$ cat config.mk
export PLATFORM = sky130hd
export DESIGN_NAME = captive_dns_responder_core
export DESIGN_NICKNAME = d
export VERILOG_FILES = /design/src/design/cdns_pkg.sv /design/src/design/cdns_front.sv /design/src/design/cdns_queue.sv /design/src/design/cdns_back.sv /design/src/design/captive_dns_responder_core.sv
export SDC_FILE = /design/constraint.sdc
export NUM_CORES = 1
export LEC_CHECK = 0
export BUFFER_PORTS_ARGS = -buffer_cell sky130_fd_sc_hd__buf_2
export CAP_MARGIN = 20
export CORE_UTILIZATION = 50
export DETAILED_ROUTE_END_ITERATION = 8
export MAX_ROUTING_LAYER = met4
export PLACE_DENSITY = 0.7
export RECOVER_POWER = 100
export SYNTH_ARGS = -nofsm -noshare
export SYNTH_HDL_FRONTEND = slang
export SYNTH_SLANG_ARGS = --single-unit
export TNS_END_PERCENT = 1
$ cat constraint.sdc
create_clock -name aclk -period 3.2 [get_ports aclk]
set_input_delay 0.32 -clock aclk [delete_from_list [all_inputs] [get_ports aclk]]
set_output_delay 0.32 -clock aclk [all_outputs]
set_load 0.01 [all_outputs]
$ cat src/design/cdns_pkg.sv
// Shared types, constants and the answer-record table of the DNS responder core.
`default_nettype none
package cdns_pkg;

    // Sizes
    localparam int PACKET_BYTES_DEF = 512;
    localparam int ANSWER_BYTES     = 16;
    localparam int REC_IDX_W        = $clog2(ANSWER_BYTES);
    localparam int HEADER_BYTES     = 12;
    localparam int POS_W            = 10;
    localparam logic [POS_W-1:0] POS_MAX = {POS_W{1'b1}};

    // Queue between front and back
    localparam int QUEUE_DEPTH = 4;
    localparam int QUEUE_IDX_W = $clog2(QUEUE_DEPTH);

    // Header rewrite values
    localparam logic [7:0] HDR_FLAGS_HI = 8'h81;
    localparam logic [7:0] HDR_FLAGS_LO = 8'h80;
    localparam logic [7:0] ANCOUNT_LO   = 8'h01;

    // Answer record bytes
    localparam logic [7:0] REC_PTR_HI = 8'hC0;
    localparam logic [7:0] REC_PTR_LO = 8'h0C;
    localparam logic [7:0] REC_ONE    = 8'h01;
    localparam logic [7:0] REC_TTL_LO = 8'h3C;
    localparam logic [7:0] REC_RDLEN  = 8'h04;

    // One queued reply byte plus what the back end must do after it
    typedef struct packed {
        logic [7:0] data;
        logic       last;
        logic       discard;
        logic       append;
    } cdns_entry_t;

    typedef enum logic {
        BK_PASS,
        BK_RECORD
    } back_state_t;

    // Byte idx of the appended A record
    function automatic logic [7:0] rec_byte(input logic [REC_IDX_W-1:0] idx,
                                            input logic [31:0] addr);
        logic [7:0] b;
        b = 8'h00;
        case (idx)
            4'd0:    b = REC_PTR_HI;
            4'd1:    b = REC_PTR_LO;
            4'd3:    b = REC_ONE;
            4'd5:    b = REC_ONE;
            4'd9:    b = REC_TTL_LO;
            4'd11:   b = REC_RDLEN;
            4'd12:   b = addr[31:24];
            4'd13:   b = addr[23:16];
            4'd14:   b = addr[15:8];
            4'd15:   b = addr[7:0];
            default: b = 8'h00;
        endcase
        return b;
    endfunction

endpackage
`default_nettype wire

$ cat src/design/cdns_front.sv
// Front end: tracks query position, rewrites the header and classifies the end of each query.
`default_nettype none
module cdns_front
    import cdns_pkg::*;
#(
    parameter int PACKET_BYTES = PACKET_BYTES_DEF
) (
    input  wire logic        aclk,
    input  wire logic        aresetn,
    input  wire logic        s_axis_tvalid,
    output logic             s_axis_tready,
    input  wire logic [7:0]  s_axis_tdata,
    input  wire logic        s_axis_tlast,
    input  wire logic        queue_full,
    output logic             push,
    output cdns_entry_t      push_entry
);

    localparam int MAX_QUERY = PACKET_BYTES - ANSWER_BYTES;

    logic [POS_W-1:0] pos_reg, pos_next;
    logic             rejected_reg, rejected_next;
    logic             flag_bad;
    logic             reject_now;
    logic [POS_W:0]   len;
    logic             discard;
    logic [7:0]       ob;

    assign s_axis_tready = !queue_full;
    assign push          = s_axis_tvalid && s_axis_tready;

    // Header rewrite by position
    always_comb begin
        case (pos_reg)
            10'd2:                         ob = HDR_FLAGS_HI;
            10'd3:                         ob = HDR_FLAGS_LO;
            10'd7:                         ob = ANCOUNT_LO;
            10'd6, 10'd8, 10'd9, 10'd10,
            10'd11:                        ob = 8'h00;
            default:                       ob = s_axis_tdata;
        endcase
    end

    // QR set or nonzero opcode in the flags byte
    assign flag_bad   = (pos_reg == 10'd2) &&
                        (s_axis_tdata[7] || (s_axis_tdata[6:3] != 4'd0));
    assign reject_now = rejected_reg || flag_bad;
    assign len        = {1'b0, pos_reg} + (POS_W+1)'(1);
    assign discard    = reject_now || (len < (POS_W+1)'(HEADER_BYTES)) ||
                        (len > (POS_W+1)'(MAX_QUERY));

    // Entry for the queue
    always_comb begin
        push_entry.data    = ob;
        push_entry.last    = s_axis_tlast && discard;
        push_entry.discard = s_axis_tlast && discard;
        push_entry.append  = s_axis_tlast && !discard;
    end

    // Position and reject flag
    always_comb begin
        pos_next      = pos_reg;
        rejected_next = rejected_reg;
        if (push) begin
            if (s_axis_tlast) begin
                pos_next      = '0;
                rejected_next = 1'b0;
            end else begin
                pos_next      = (pos_reg == POS_MAX) ? pos_reg : pos_reg + POS_W'(1);
                rejected_next = reject_now;
            end
        end
    end

    always_ff @(posedge aclk) begin
        if (!aresetn) begin
            pos_reg      <= '0;
            rejected_reg <= 1'b0;
        end else begin
            pos_reg      <= pos_next;
            rejected_reg <= rejected_next;
        end
    end

endmodule
`default_nettype wire

$ cat src/design/cdns_queue.sv
// Short queue of classified reply bytes between front and back.
`default_nettype none
module cdns_queue
    import cdns_pkg::*;
(
    input  wire logic  aclk,
    input  wire logic  aresetn,
    input  wire logic  push,
    input  cdns_entry_t push_entry,
    output logic       full,
    input  wire logic  pop,
    output cdns_entry_t pop_entry,
    output logic       not_empty
);

    cdns_entry_t              mem_reg [QUEUE_DEPTH];
    logic [QUEUE_IDX_W-1:0]   wr_ptr_reg, wr_ptr_next;
    logic [QUEUE_IDX_W-1:0]   rd_ptr_reg, rd_ptr_next;
    logic [QUEUE_IDX_W:0]     count_reg, count_next;

    assign full      = (count_reg == (QUEUE_IDX_W+1)'(QUEUE_DEPTH));
    assign not_empty = (count_reg != '0);
    assign pop_entry = mem_reg[rd_ptr_reg];

    // Pointer and count update
    always_comb begin
        wr_ptr_next = push ? wr_ptr_reg + QUEUE_IDX_W'(1) : wr_ptr_reg;
        rd_ptr_next = pop  ? rd_ptr_reg + QUEUE_IDX_W'(1) : rd_ptr_reg;
        count_next  = count_reg;
        if (push && !pop) count_next = count_reg + (QUEUE_IDX_W+1)'(1);
        if (!push && pop) count_next = count_reg - (QUEUE_IDX_W+1)'(1);
    end

    always_ff @(posedge aclk) begin
        if (!aresetn) begin
            wr_ptr_reg <= '0;
            rd_ptr_reg <= '0;
            count_reg  <= '0;
        end else begin
            wr_ptr_reg <= wr_ptr_next;
            rd_ptr_reg <= rd_ptr_next;
            count_reg  <= count_next;
        end
    end

    // Storage
    always_ff @(posedge aclk) begin
        if (push) mem_reg[wr_ptr_reg] <= push_entry;
    end

endmodule
`default_nettype wire

$ cat src/design/cdns_back.sv
// Back end: drains the queue into the output register and appends the A record.
`default_nettype none
module cdns_back
    import cdns_pkg::*;
(
    input  wire logic        aclk,
    input  wire logic        aresetn,
    input  wire logic [31:0] answer_addr,
    input  wire logic        q_not_empty,
    input  cdns_entry_t      q_entry,
    output logic             pop,
    output logic             m_axis_tvalid,
    input  wire logic        m_axis_tready,
    output logic [7:0]       m_axis_tdata,
    output logic             m_axis_tlast,
    output logic             m_axis_tuser
);

    back_state_t            state_reg, state_next;
    logic [REC_IDX_W-1:0]   idx_reg, idx_next;
    logic                   valid_reg, valid_next;
    logic [7:0]             data_reg, data_next;
    logic                   last_reg, last_next;
    logic                   user_reg, user_next;
    logic                   load;
    logic                   rec_done;

    assign load     = !valid_reg || m_axis_tready;
    assign rec_done = (idx_reg == REC_IDX_W'(ANSWER_BYTES - 1));

    // Next state
    always_comb begin
        state_next = state_reg;
        unique case (state_reg)
            BK_PASS:   if (load && q_not_empty && q_entry.append) state_next = BK_RECORD;
            BK_RECORD: if (load && rec_done)                      state_next = BK_PASS;
            default:   state_next = BK_PASS;
        endcase
    end

    // Outputs and output register loads
    always_comb begin
        pop        = 1'b0;
        idx_next   = idx_reg;
        valid_next = valid_reg && !m_axis_tready;
        data_next  = data_reg;
        last_next  = last_reg;
        user_next  = user_reg;
        unique case (state_reg)
            BK_PASS: begin
                if (load && q_not_empty) begin
                    pop        = 1'b1;
                    valid_next = 1'b1;
                    data_next  = q_entry.data;
                    last_next  = q_entry.last;
                    user_next  = q_entry.discard;
                    idx_next   = '0;
                end
            end
            BK_RECORD: begin
                if (load) begin
                    valid_next = 1'b1;
                    data_next  = rec_byte(idx_reg, answer_addr);
                    last_next  = rec_done;
                    user_next  = 1'b0;
                    idx_next   = idx_reg + REC_IDX_W'(1);
                end
            end
            default: ;
        endcase
    end

    always_ff @(posedge aclk) begin
        if (!aresetn) begin
            state_reg <= BK_PASS;
            valid_reg <= 1'b0;
            idx_reg   <= '0;
        end else begin
            state_reg <= state_next;
            valid_reg <= valid_next;
            idx_reg   <= idx_next;
        end
    end

    // Payload register
    always_ff @(posedge aclk) begin
        data_reg <= data_next;
        last_reg <= last_next;
        user_reg <= user_next;
    end

    assign m_axis_tvalid = valid_reg;
    assign m_axis_tdata  = data_reg;
    assign m_axis_tlast  = last_reg;
    assign m_axis_tuser  = user_reg;

endmodule
`default_nettype wire

$ cat src/design/captive_dns_responder_core.sv
// Top level of the streaming captive-portal DNS responder.
//
// Channel   Dir  Payload
// s_axis    in   tdata[7:0] query byte, tlast end of query
// m_axis    out  tdata[7:0] reply byte, tlast end of reply, tuser discard
// cfg       in   cfg_wdata[31:0] answer address, written when cfg_we is high
//
// One query byte per cycle is accepted while the queue is not full and is echoed
// through the register-free front, the four-entry queue and the output register.
// An accepted query adds 16 record bytes at one per cycle while the output is ready;
// the input keeps flowing into the queue until it fills during those bytes.
// Reset is synchronous, active low; the answer address resets to zero.
// Either side may stall on its own; the queue absorbs up to four bytes.
`default_nettype none
module captive_dns_responder_core
    import cdns_pkg::*;
#(
    parameter int PACKET_BYTES = PACKET_BYTES_DEF
) (
    input  wire logic        aclk,
    input  wire logic        aresetn,
    input  wire logic        cfg_we,
    input  wire logic [31:0] cfg_wdata,       // answer_address
    input  wire logic        s_axis_tvalid,
    output logic             s_axis_tready,
    input  wire logic [7:0]  s_axis_tdata,    // [7:0] query_byte
    input  wire logic        s_axis_tlast,
    output logic             m_axis_tvalid,
    input  wire logic        m_axis_tready,
    output logic [7:0]       m_axis_tdata,    // [7:0] reply_byte
    output logic             m_axis_tlast,
    output logic             m_axis_tuser     // [0] reply_discard
);

    logic [31:0]  answer_addr_reg;
    logic         push;
    cdns_entry_t  push_entry;
    logic         q_full;
    logic         pop;
    cdns_entry_t  q_entry;
    logic         q_not_empty;

    // Answer address register
    always_ff @(posedge aclk) begin
        if (!aresetn) begin
            answer_addr_reg <= '0;
        end else if (cfg_we) begin
            answer_addr_reg <= cfg_wdata;
        end
    end

    cdns_front #(
        .PACKET_BYTES (PACKET_BYTES)
    ) u_front (
        .aclk          (aclk),
        .aresetn       (aresetn),
        .s_axis_tvalid (s_axis_tvalid),
        .s_axis_tready (s_axis_tready),
        .s_axis_tdata  (s_axis_tdata),
        .s_axis_tlast  (s_axis_tlast),
        .queue_full    (q_full),
        .push          (push),
        .push_entry    (push_entry)
    );

    cdns_queue u_queue (
        .aclk       (aclk),
        .aresetn    (aresetn),
        .push       (push),
        .push_entry (push_entry),
        .full       (q_full),
        .pop        (pop),
        .pop_entry  (q_entry),
        .not_empty  (q_not_empty)
    );

    cdns_back u_back (
        .aclk          (aclk),
        .aresetn       (aresetn),
        .answer_addr   (answer_addr_reg),
        .q_not_empty   (q_not_empty),
        .q_entry       (q_entry),
        .pop           (pop),
        .m_axis_tvalid (m_axis_tvalid),
        .m_axis_tready (m_axis_tready),
        .m_axis_tdata  (m_axis_tdata),
        .m_axis_tlast  (m_axis_tlast),
        .m_axis_tuser  (m_axis_tuser)
    );

endmodule
`default_nettype wire

==> flow_summary.json <==
{
  "status": "finished with violations",
  "violations": "capacitance limit, slew limit",
  "cts_sinks": 108,
  "p_leak_nw": 2.151,
  "p_comb_frac": 0.250,
  "crit_type": "register to register",
  "busiest_layer": "met2",
  "p_clk_frac": 0.243,
  "yosysSeqAreaShare": 0.5376,
  "routed_wl_um": 9510,
  "netlist_area_mm2": 0.004952,
  "critPathTopFamily": "simple AND/OR/NAND/NOR gates",
  "core_area_mm2": 0.009415,
  "async_flop_share": 0,
  "hold_end": "answer_addr_reg[21]",
  "clk_latency_ns": 0.35,
  "drtAntennaViolNets": 0,
  "instances_no_fill": 608,
  "yosysUniqueCellTypes": 60,
  "final.setup.tns_ns": 0,
  "n_antenna_cell": 0,
  "largest_reg_flops": 40,
  "gr-usage-all-layers": 0.2035,
  "drc_errors": 0,
  "p_sw_w": 0.001095,
  "cts_setup_buffers": 0,
  "port_buffers": 57,
  "slew_headroom": -0.4696,
  "slew_viol_final": 33,
  "die_x_um": 101.5,
  "layout-drive-gt1-share": 0.1545,
  "synth_area_leaders": "edfxtp_1 (30%), dfxtp_1 (23%), mux2i_1 (7.3%), mux4_2 (4.5%), nor2_1 (3.9%)",
  "critPathMaxFanout": 8,
  "dp_slack_ns": 0.6908,
  "cts_resized": 0,
  "use_met3": 0.04555,
  "start_util": 0.5260,
  "critPathLaunchType": "register",
  "ir_drop_mv": 0.2853,
  "synth-edff-count": 50,
  "setup_slack_ns": 0.4403,
  "clk_path_buf_depth": 2,
  "maxCapViolations": 1,
  "cts_tree": "built",
  "max_freq_mhz": 362.4,
  "hold_class": "input pin to register",
  "overflow": 0,
  "min_path_cells": 3,
  "synth-warning-count": 0,
  "via_per_inst": 5.520,
  "antenna_found_initial": 0,
  "required_ns": 3.48,
  "intPower_w": 0.002547,
  "cts.htree.levels": 3,
  "period_share": 0.8624,
  "hold_start": "cfg_wdata[21]",
  "syn_inst": 434,
  "avgSynthCellArea_um2": 11.41,
  "die_area_mm2": 0.01031,
  "cts_hold_buf": 0,
  "gr-usage-met2": 0.3326,
  "dpl.cell_count": 592,
  "cp_cell_sequence": "or3b_1 > and2_0 > inv_6 > ha_1 > inv_1 > fa_1 > xor2_1 > or3_2 > a21oi_1",
  "slowest_stage": "or3b_1",
  "place_congestion": 0.8618,
  "tightest_slew_ns": 2.204,
  "die_h_um": 101.5,
  "critPathMaxStageDelay_ns": 0.43,
  "finalSetupViolCount": 0,
  "area_delta_synth_final_pct": 9.803,
  "cts_buffers": 9,
  "end_kind": "register",
  "met1_usage": 0.2562,
  "synthesis.nets": 494,
  "dp_hpwl_um": 6784,
  "synth_ff_type": "dfxtp_1",
  "seqPwrFrac": 0.507,
  "clk_pin_slew_ns": 0.09,
  "timing.hold.ws_ns": 0.1990,
  "fin_crit_ns": 2.760,
  "rsz0062_at_grt": "false",
  "drt_pass1_iterations": 4,
  "crit_buf_inv": 2,
  "mostFrequentLayoutCells": "dfxtp_1 (58), nor2_1 (52), edfxtp_1 (50), buf_2 (44), mux2i_1 (36)",
  "vias": 3356,
  "grt_first_pass_wirelength_um": 15500,
  "p_sw_frac": 0.3006,
  "wl_per_cell_um": 15.64,
  "hold_violations": 0,
  "synthDominantCellAreaShare": 0.3032,
  "drt_first_iter_violations": 141,
  "grt_max_degree": 48,
  "finalNetCount": 534,
  "clock-root-buffer": "clkbuf_8",
  "power_density_mw_per_mm2": 669.8,
  "rrSetupSlack_ns": 0.44,
  "pin_count": 58,
  "synth_top_cell_by_area": "edfxtp_1",
  "reg2reg_from": "u_queue.count_reg[2]",
  "cp_data_arrival_time_ns": 3.04,
  "ff2ff_path_depth": 9,
  "grt_pass1_vias": 3168,
  "ys_ff_latch": 108,
  "reg2reg_to": "u_queue.count_reg[2]",
  "final_common_cell": "dfxtp_1",
  "std_cell_rows": 35,
  "finalClockSkew_ns": 0.006463
}
-- per-layer routing --
layer / share of wire / wire length [um]
met5: 0 / 0
met4: 0.0076 / 72
met3: 0.033 / 315
met2: 0.50 / 4800
met1: 0.45 / 4321
-- cell type report --
type                            count  area, um2
Fill cell                         808       3978
Sequential cell                   108       2663
Multi-Input combinational cell    277       2038
Timing Repair Buffer               60      284.0
Tap cell                          129      161.4
Clock buffer                       11      141.4
Clock inverter                      5      77.57
Inverter                           18      72.57
-- worst max path at each step --
stage,start,to,depth (start not counted)
3_3_place_gp,u_queue.count_reg[2],u_queue.count_reg[2],9
5_1_grt,u_queue.count_reg[2],u_queue.count_reg[2],9
3_5_place_dp,u_queue.count_reg[2],u_queue.count_reg[2],9
2_1_floorplan,u_queue.count_reg[2],u_queue.count_reg[2],10
6_report,u_queue.count_reg[2],u_queue.count_reg[2],9
4_1_cts,u_queue.count_reg[2],u_queue.count_reg[2],9
-- kinds of logic after synthesis --
group / after synthesis / synth area share
buffers and inverters: 49 / 0.04522
adder cells (fa/ha/maj): 14 / 0.03689
AND/OR/NAND/NOR: 129 / 0.1306
XOR/XNOR: 12 / 0.02122
multiplexers: 47 / 0.1205
flip-flops: 108 / 0.5376
AO/OA/AOI/OAI: 75 / 0.1079
-- through the flow --
| step | power, W | cell area, um2 | utilization |
|---|---|---|---|
| after floorplan | 0.002526 | 4952 | - |
| after global placement | 0.002809 | 5270 | 0.5597 |
| after detailed placement | 0.002840 | 5270 | 0.5597 |
| after CTS | 0.003725 | 5489 | 0.5830 |
| after global routing | 0.003856 | 5438 | 0.5775 |
| final | 0.003642 | 5438 | 0.5775 |
-- synthesized netlist by cell type (all sizes together), types with 6 or more instances --
master	count
dfxtp	58
nor2	52
edfxtp	50
mux2i	36
nand2	26
clkbuf	20
inv	17
a21oi	13
ha	13
and2	11
and3	11
buf	11
o21ai	11
mux4	10
a22oi	7
nor3	6
xnor2	6
xor2	6
-- worst register-to-register path: cells and delay by family, from the launching register on --
kind	cells	cell delay (ns)
buffers and inverters	2	0.20
adder cells (fa/ha/maj)	2	0.61
AO/OA/AOI/OAI	1	0.14
flip-flops	1	0.39
XOR/XNOR	1	0.15
AND/OR/NAND/NOR	3	1.19
-- power groups by stage --
| stage | Clock [W] | Sequential (W) | Combinational [W] |
|---|---|---|---|
| 2_1_floorplan | 0 | 0.00185 | 0.000675 |
| 3_3_place_gp | 0 | 0.00186 | 0.000946 |
| 3_5_place_dp | 0 | 0.00188 | 0.000964 |
| 4_1_cts | 0.000911 | 0.00184 | 0.000970 |
| 5_1_grt | 0.000968 | 0.00187 | 0.00102 |
| 6_report | 0.000885 | 0.00184 | 0.000912 |
(Power assumes the default switching activity.)
